### src/rtl/sfba_pkg.sv
// ----------------------------------------------------------------------------
// sfba_pkg
// shared types, constants and projection table for the face bounds block
// ----------------------------------------------------------------------------
package sfba_pkg;

  localparam int MAX_VERTICES = 64;
  localparam int ADDR_W       = $clog2(MAX_VERTICES);
  localparam int CNT_W        = $clog2(MAX_VERTICES + 1);
  localparam int COORD_W      = 28;
  localparam int PICK_W       = COORD_W + 1;
  localparam int SUM_W        = COORD_W + ADDR_W;
  localparam int BOUND_W      = 24;
  localparam int FRAC_SHIFT   = 16;
  localparam int DIVIDEND_W   = COORD_W + FRAC_SHIFT;
  localparam int DIV_CNT_W    = $clog2(DIVIDEND_W + 1);
  localparam int NUM_FACES    = 6;

  localparam logic signed [BOUND_W-1:0] BOUND_MAX = {1'b0, {(BOUND_W-1){1'b1}}};
  localparam logic signed [BOUND_W-1:0] BOUND_MIN = {1'b1, {(BOUND_W-1){1'b0}}};
  localparam logic signed [PICK_W-1:0]  DEPTH_MIN = PICK_W'(4);
  localparam logic [2:0]                FACE_LAST = 3'd5;

  typedef enum logic [1:0] {
    OP_ADD   = 2'd0,
    OP_CLEAR = 2'd1,
    OP_READ  = 2'd2
  } opcode_e;

  typedef enum logic [1:0] {
    AXIS_X = 2'd0,
    AXIS_Y = 2'd1,
    AXIS_Z = 2'd2
  } axis_e;

  typedef struct packed {
    logic  neg;
    axis_e axis;
  } col_code_t;

  typedef struct packed {
    logic [1:0]                 opcode;
    logic signed [COORD_W-1:0]  coord_x;
    logic signed [COORD_W-1:0]  coord_y;
    logic signed [COORD_W-1:0]  coord_z;
    logic                       last_vertex;
    logic [2:0]                 face_select;
  } in_word_t;

  typedef struct packed {
    logic [2:0]                 face;
    logic signed [BOUND_W-1:0]  s_low;
    logic signed [BOUND_W-1:0]  t_low;
    logic signed [BOUND_W-1:0]  s_high;
    logic signed [BOUND_W-1:0]  t_high;
    logic                       visible;
    logic                       overflow;
  } out_word_t;

  typedef struct packed {
    logic signed [COORD_W-1:0]  x;
    logic signed [COORD_W-1:0]  y;
    logic signed [COORD_W-1:0]  z;
  } vertex_t;

  typedef struct packed {
    logic signed [BOUND_W-1:0]  s_low;
    logic signed [BOUND_W-1:0]  t_low;
    logic signed [BOUND_W-1:0]  s_high;
    logic signed [BOUND_W-1:0]  t_high;
  } bounds_t;

  typedef struct packed {
    logic                       start;
    logic                       neg;
    logic [DIVIDEND_W-1:0]      dividend;
    logic [COORD_W-1:0]         divisor;
  } div_req_t;

  typedef struct packed {
    logic                       done;
    logic signed [BOUND_W-1:0]  quotient;
  } div_rsp_t;

  // column 0 = s, 1 = t, 2 = depth
  function automatic col_code_t proj_col(input logic [2:0] face, input logic [1:0] col);
    col_code_t c;
    c = '{neg: 1'b0, axis: AXIS_Z};
    unique case ({face, col})
      {3'd0, 2'd0}: c = '{1'b1, AXIS_Y};
      {3'd0, 2'd1}: c = '{1'b0, AXIS_Z};
      {3'd0, 2'd2}: c = '{1'b0, AXIS_X};
      {3'd1, 2'd0}: c = '{1'b0, AXIS_Y};
      {3'd1, 2'd1}: c = '{1'b0, AXIS_Z};
      {3'd1, 2'd2}: c = '{1'b1, AXIS_X};
      {3'd2, 2'd0}: c = '{1'b0, AXIS_X};
      {3'd2, 2'd1}: c = '{1'b0, AXIS_Z};
      {3'd2, 2'd2}: c = '{1'b0, AXIS_Y};
      {3'd3, 2'd0}: c = '{1'b1, AXIS_X};
      {3'd3, 2'd1}: c = '{1'b0, AXIS_Z};
      {3'd3, 2'd2}: c = '{1'b1, AXIS_Y};
      {3'd4, 2'd0}: c = '{1'b1, AXIS_Y};
      {3'd4, 2'd1}: c = '{1'b1, AXIS_X};
      {3'd4, 2'd2}: c = '{1'b0, AXIS_Z};
      {3'd5, 2'd0}: c = '{1'b1, AXIS_Y};
      {3'd5, 2'd1}: c = '{1'b0, AXIS_X};
      {3'd5, 2'd2}: c = '{1'b1, AXIS_Z};
      default:      c = '{1'b0, AXIS_Z};
    endcase
    return c;
  endfunction

  function automatic logic signed [PICK_W-1:0] pick_coord(input vertex_t v,
                                                          input col_code_t c);
    logic signed [PICK_W-1:0] val;
    val = '0;
    unique case (c.axis)
      AXIS_X:  val = PICK_W'(v.x);
      AXIS_Y:  val = PICK_W'(v.y);
      AXIS_Z:  val = PICK_W'(v.z);
      default: val = PICK_W'(v.z);
    endcase
    return c.neg ? -val : val;
  endfunction

endpackage

### src/rtl/sfba_divider.sv
// ----------------------------------------------------------------------------
// sfba_divider
// restoring divider, one quotient bit a cycle, signed saturated result
// ----------------------------------------------------------------------------
module sfba_divider (
  input  logic                clk_i,
  input  logic                rst_ni,
  input  sfba_pkg::div_req_t  req_i,
  output sfba_pkg::div_rsp_t  rsp_o
);
  import sfba_pkg::*;

  logic [DIV_CNT_W-1:0]  cnt_q;
  logic                  run_q;
  logic                  done_q;
  logic                  neg_q;
  logic [COORD_W-1:0]    rem_q;
  logic [DIVIDEND_W-1:0] quo_q;
  logic [COORD_W-1:0]    den_q;

  logic [COORD_W:0]      shifted;
  logic                  fits;
  logic [COORD_W:0]      diff;

  assign shifted = {rem_q, quo_q[DIVIDEND_W-1]};
  assign fits    = shifted >= {1'b0, den_q};
  assign diff    = shifted - {1'b0, den_q};

  always_ff @(posedge clk_i or negedge rst_ni) begin
    if (!rst_ni) begin
      run_q  <= 1'b0;
      done_q <= 1'b0;
      cnt_q  <= '0;
    end else begin
      done_q <= 1'b0;
      if (req_i.start) begin
        run_q <= 1'b1;
        cnt_q <= DIV_CNT_W'(DIVIDEND_W);
      end else if (run_q) begin
        cnt_q <= cnt_q - 1'b1;
        if (cnt_q == DIV_CNT_W'(1)) begin
          run_q  <= 1'b0;
          done_q <= 1'b1;
        end
      end
    end
  end

  always_ff @(posedge clk_i) begin
    if (req_i.start) begin
      rem_q <= '0;
      quo_q <= req_i.dividend;
      den_q <= req_i.divisor;
      neg_q <= req_i.neg;
    end else if (run_q) begin
      rem_q <= fits ? diff[COORD_W-1:0] : shifted[COORD_W-1:0];
      quo_q <= {quo_q[DIVIDEND_W-2:0], fits};
    end
  end

  // saturate magnitude against the signed result range
  logic pos_sat;
  logic neg_sat;
  assign pos_sat = |quo_q[DIVIDEND_W-1:BOUND_W-1];
  assign neg_sat = (|quo_q[DIVIDEND_W-1:BOUND_W]) ||
                   (quo_q[BOUND_W-1] && (|quo_q[BOUND_W-2:0]));

  always_comb begin
    rsp_o.done = done_q;
    if (neg_q) begin
      rsp_o.quotient = neg_sat ? BOUND_MIN : -$signed(quo_q[BOUND_W-1:0]);
    end else begin
      rsp_o.quotient = pos_sat ? BOUND_MAX : $signed(quo_q[BOUND_W-1:0]);
    end
  end

endmodule

### config.mk
export PLATFORM = sky130hd
export DESIGN_NAME = sfba_divider
export DESIGN_NICKNAME = d
export VERILOG_FILES = /design/src/rtl/sfba_pkg.sv /design/src/rtl/sfba_divider.sv
export SDC_FILE = /design/constraint.sdc
export NUM_CORES = 1
export LEC_CHECK = 0
export BUFFER_PORTS_ARGS = -buffer_cell sky130_fd_sc_hd__buf_2
export CAP_MARGIN = 10
export CORE_ASPECT_RATIO = 0.75
export CORE_MARGIN = 3
export CORE_UTILIZATION = 58
export CTS_CLUSTER_DIAMETER = 120
export DETAILED_ROUTE_END_ITERATION = 7
export HOLD_SLACK_MARGIN = 0.1
export PLACE_DENSITY = 0.81
export SLEW_MARGIN = 5
export SYNTH_ARGS = -nofsm -noshare
export SYNTH_HDL_FRONTEND = slang
export SYNTH_SLANG_ARGS = --single-unit
### constraint.sdc
create_clock -name clk_i -period 3.1 [get_ports clk_i]
set_input_delay 0 -clock clk_i [delete_from_list [all_inputs] [get_ports clk_i]]
set_output_delay 0 -clock clk_i [all_outputs]
set_load 0.02 [all_outputs]
==> summary.md <==
| Metric | Value |
|---|---|
| Worst hold path type | `input port to flip-flop` |
| MaxCap Viol Count | `0` |
| Total wire length | `19.9 mm` |
| Slew Limit Fails | `0` |
| WP data arrival | `about 3.3 ns` |
| WP data required | `3.10 ns` |
| Die W | `between 100 and 150 µm` |
| Largest net degree at the start of global routing | `64` |
| Reg-to-reg slack, setup | `0.18 ns` |
| Overflow after GRT | `0` |
| Clock buffer depth | `2` |
| Inst Count DP | `900` |
| Ys flop type | `edfxtp_1` |
| Core area | `11,100 µm²` |
| Hold path startpoint | `req_i[73]` |
| Final period util | `105%` |
| Non-Filler Instances | `between 1,000 and 1,500` |
| Internal power | `2.59 mW` |
| Routed Antenna Nets | `0` |
| Failing checks | `setup timing` |
| DRT Pass-1 Iters | `5` |
| Vias/cell | `6.32` |
| Syn. warnings | `0` |
| Crit Path Class | `flip-flop to primary output` |
| Global-route wire length before repair | `between 20 and 30 mm` |
| Post-synth EDFFs | `73` |
| Highest routed layer | `met4` |
| Final weighted congestion in routability-driven placement | `0.921` |
| Outcome | `finished with violations` |
| Final HPWL DP | `11.4 mm` |
| Sw frac | `29.2%` |
| Syn Inst Count | `683` |
| Die area | `roughly 13,000 µm²` |
| Post-DR wirelength/cell | `19.7 µm` |
| Worst-Margin Slew | `just over 0.8 ns` |
| Mean Syn Cell Area | `9.93 µm²` |
| Vias in the first global route | `5,913` |
| Clock sink count | `109` |
| Sequential Power Share | `about half` |
| Maximum VDD drop | `346 µV` |
| Critical path peak fanout | `13` |
| I/O pins | `about 100` |
| Later-pin clock latency in the skew report | `0.36 ns` |
| Post-route DRC violation count | `0` |
| Leakage power | `3.84 nW` |
| R2r startpoint | `rem_q[3]$_SDFFE_PP0P_` |
| Area of the multi-input gates | `~3800 µm²` |
| Clock power frac | `approximately a third` |
| Sequential area share after synthesis | `43.5%` |
| Post-Syn Area | `~6800 µm²` |
| Final min period | `between 3 and 4 ns` |
| Crit start category | `flip-flop` |
| Ant diodes | `0` |
| Sequential cell area | `2950 µm²` |
| Unrepaired setup endpoints after global routing | `yes` |
| Pwr dens | `between 400 and 500 nW/µm²` |
| Starting Density | `60.8%` |
| R2r worst-path depth | `10` |
| Comb pwr share | `19.2%` |
| Fin worst setup slack | `-0.168 ns` |
| Final Instance Area | `9050 µm²` |
| #FFs+latches synth | `109` |
| Routed vias | `approximately 6,400` |
| Synth cell types | `70` |
| Cts bufs inserted | `9` |
| Final hold vios | `0` |
| Worst rel slew slack | `44.3%` |
| Async SR Flop Fraction | `under 10%` |
| Row Count | `33` |
| Placed Area | `7450 µm²` |
| Initial antenna violation count | `0` |
| Clk pin slew, worst setup/hold paths | `0.08 ns` |
| FMAX | `0.306 GHz` |
| Syn_nets | `a little under 800` |
| DIE HEIGHT | `~100 µm` |
| Setup crit end kind | `primary output` |
| Final setup fails | `10` |
| WL met1 | `8.09 mm` |
| Clock Skew | `between 0.01 and 0.015 ns` |
| Drt first-iter violations | `552` |
| Met3 wire len | `1.47 mm` |
| Area growth, synth to finish | `33.5%` |
| GRT Util Overall | `roughly 28%` |
| Hold path cells | `1` |
| Layout cells sized above 1 | `27.7%` |
| Input/output buffers | `100` |
| Nets@finish | `between 900 and 1,000` |
| Root Driver | `clkbuf_16` |
| Htree depth | `3` |
| P_sw | `roughly 1.1 mW` |
| CTS tree | `built` |
| Filler cell count | `617` |
| Crit path from | `quo_q[1]$_DFFE_PP_` |
| Met2 WL post-DR | `9.60 mm` |
## layout by cell type, fill, tap and decap left out, types with 20 or more instances in the layout
cell           count
a211oi_1          24
a21oi_1           24
buf_2             81
buf_4             35
dfxtp_1           28
dlygate4sd3_1     75
edfxtp_1          73
ha_1              30
inv_1             49
mux2_2            42
mux2i_1           20
nand2_1           55
nor2_1            53
o21ai_0           24
## final cells by class
cell class / count / area share (%)
Sequential cell: 109 / 32.6
Multi-Input combinational cell: 485 / 41.7
Inverter: 53 / 2.20
Clock inverter: 7 / 0.871
Timing Repair Buffer: 207 / 18.2
Tap cell: 140 / 1.93
Clock buffer: 9 / 2.49
## synthesized netlist by cell type (4+ instances only)
master    count  area, µm²
a211o_1       4       35.0
a211oi_1     24        180
a21o_1       11       82.6
a21oi_1      26        130
a311oi_1      5       43.8
a31oi_1      11       68.8
and3_1        7       43.8
buf_1         6       22.5
clkbuf_1     24       90.1
dfrtp_1       8        200
dfxtp_1      28        561
edfxtp_1     73       2190
ha_1         31        388
inv_1        51        191
mux2_2       42        473
mux2i_1      20        200
nand2_1      57        214
nand2b_1      4       25.0
nand3_1      10       50.1
nand4_1       5       31.3
nor2_1       53        199
nor3_1       15       75.1
nor4_1       11       68.8
o21a_1        5       37.5
o21ai_0      30        150
o21ai_1       5       25.0
o311ai_1     13        114
o31ai_1       5       37.5
or3_1         8       50.1
xnor2_1      16        140
xor2_1        9       78.8
## power groups by stage
stage | clock [mW] | sequential, mW | combinational, mW
6_report | 1.18 | 1.77 | 0.700
3_5_place_dp | 0 | 1.78 | 0.511
5_1_grt | 1.22 | 1.78 | 0.749
2_1_floorplan | 0 | 1.75 | 0.355
4_1_cts | 1.17 | 1.75 | 0.631
3_3_place_gp | 0 | 1.78 | 0.493
## through the flow
stage / setup slack [ns] / util (%) / hold WS, ns / power [mW] / TNS, ns
floorplan: 0.327 / - / -0.296 / 2.11 / 0
global placement: 0.182 / 66.8 / -0.153 / 2.27 / 0
detailed placement: 0.0276 / 66.8 / -0.145 / 2.29 / 0
CTS: -0.253 / 78.5 / 0.173 / 3.56 / -3.82
global route: -0.229 / 81.2 / 0.200 / 3.76 / -1.67
finish: -0.168 / 81.2 / 0.181 / 3.65 / -0.547
## worst max-delay path, cell delays in order (launching register included)
cell and delay [ns]:
edfxtp_1 0.43, inv_2 0.10, ha_4 0.12, or3b_4 0.40
nor4_4 0.16, buf_4 0.18, nand4_4 0.10, o41ai_4 0.27
buf_4 0.21, nand2_8 0.10, o21ai_0 0.31, nand2_1 0.16
o311ai_2 0.15, buf_4 0.21
## final timing paths
kind                                               end
max in group asynchronous         cnt_q[3]$_DFFE_PN0P_
worst max register to register  rem_q[14]$_SDFFE_PP0P_
min in group asynchronous         cnt_q[5]$_DFFE_PN0P_
worst min register to register  rem_q[13]$_SDFFE_PP0P_
worst min-delay path                den_q[0]$_DFFE_PP_
worst max-delay path                          rsp_o[4]
## layer usage
metal  vias to the layer above  GRT usage, %
met5                         -             0
met4                         0          8.62
met3                        83          4.67
met2                       376          45.1
met1                      3001          37.9
li1                       2923             -
## flip-flops by register name (all words and copies together), names as in the netlist
register  flops
cnt_q         6
run_q         1
rem_q        28
done_q        1
den_q        28
quo_q        44
neg_q         1
## logic make-up (layout without fill, tap and decap cells)
group,after synthesis,after routing,synth area share [%]
compound gates,167,167,17.2
xor+xnor,25,25,3.23
fa+ha+maj,32,32,6.01
buf+inv,89,276,5.15
flops,109,109,43.5
mux,63,63,10.1
simple gates,198,198,14.8
## timing repair
action                                  4_1_cts  5_1_grt
hold buffers                                 75        0
buffers inserted                             10        8
endpoints found under the hold margin        81        0
gates resized for setup                      45       41
gates cloned                                  0        1
endpoints found under the setup margin       20       46
pin swaps                                    10       10
(Power assumes the default switching activity.)
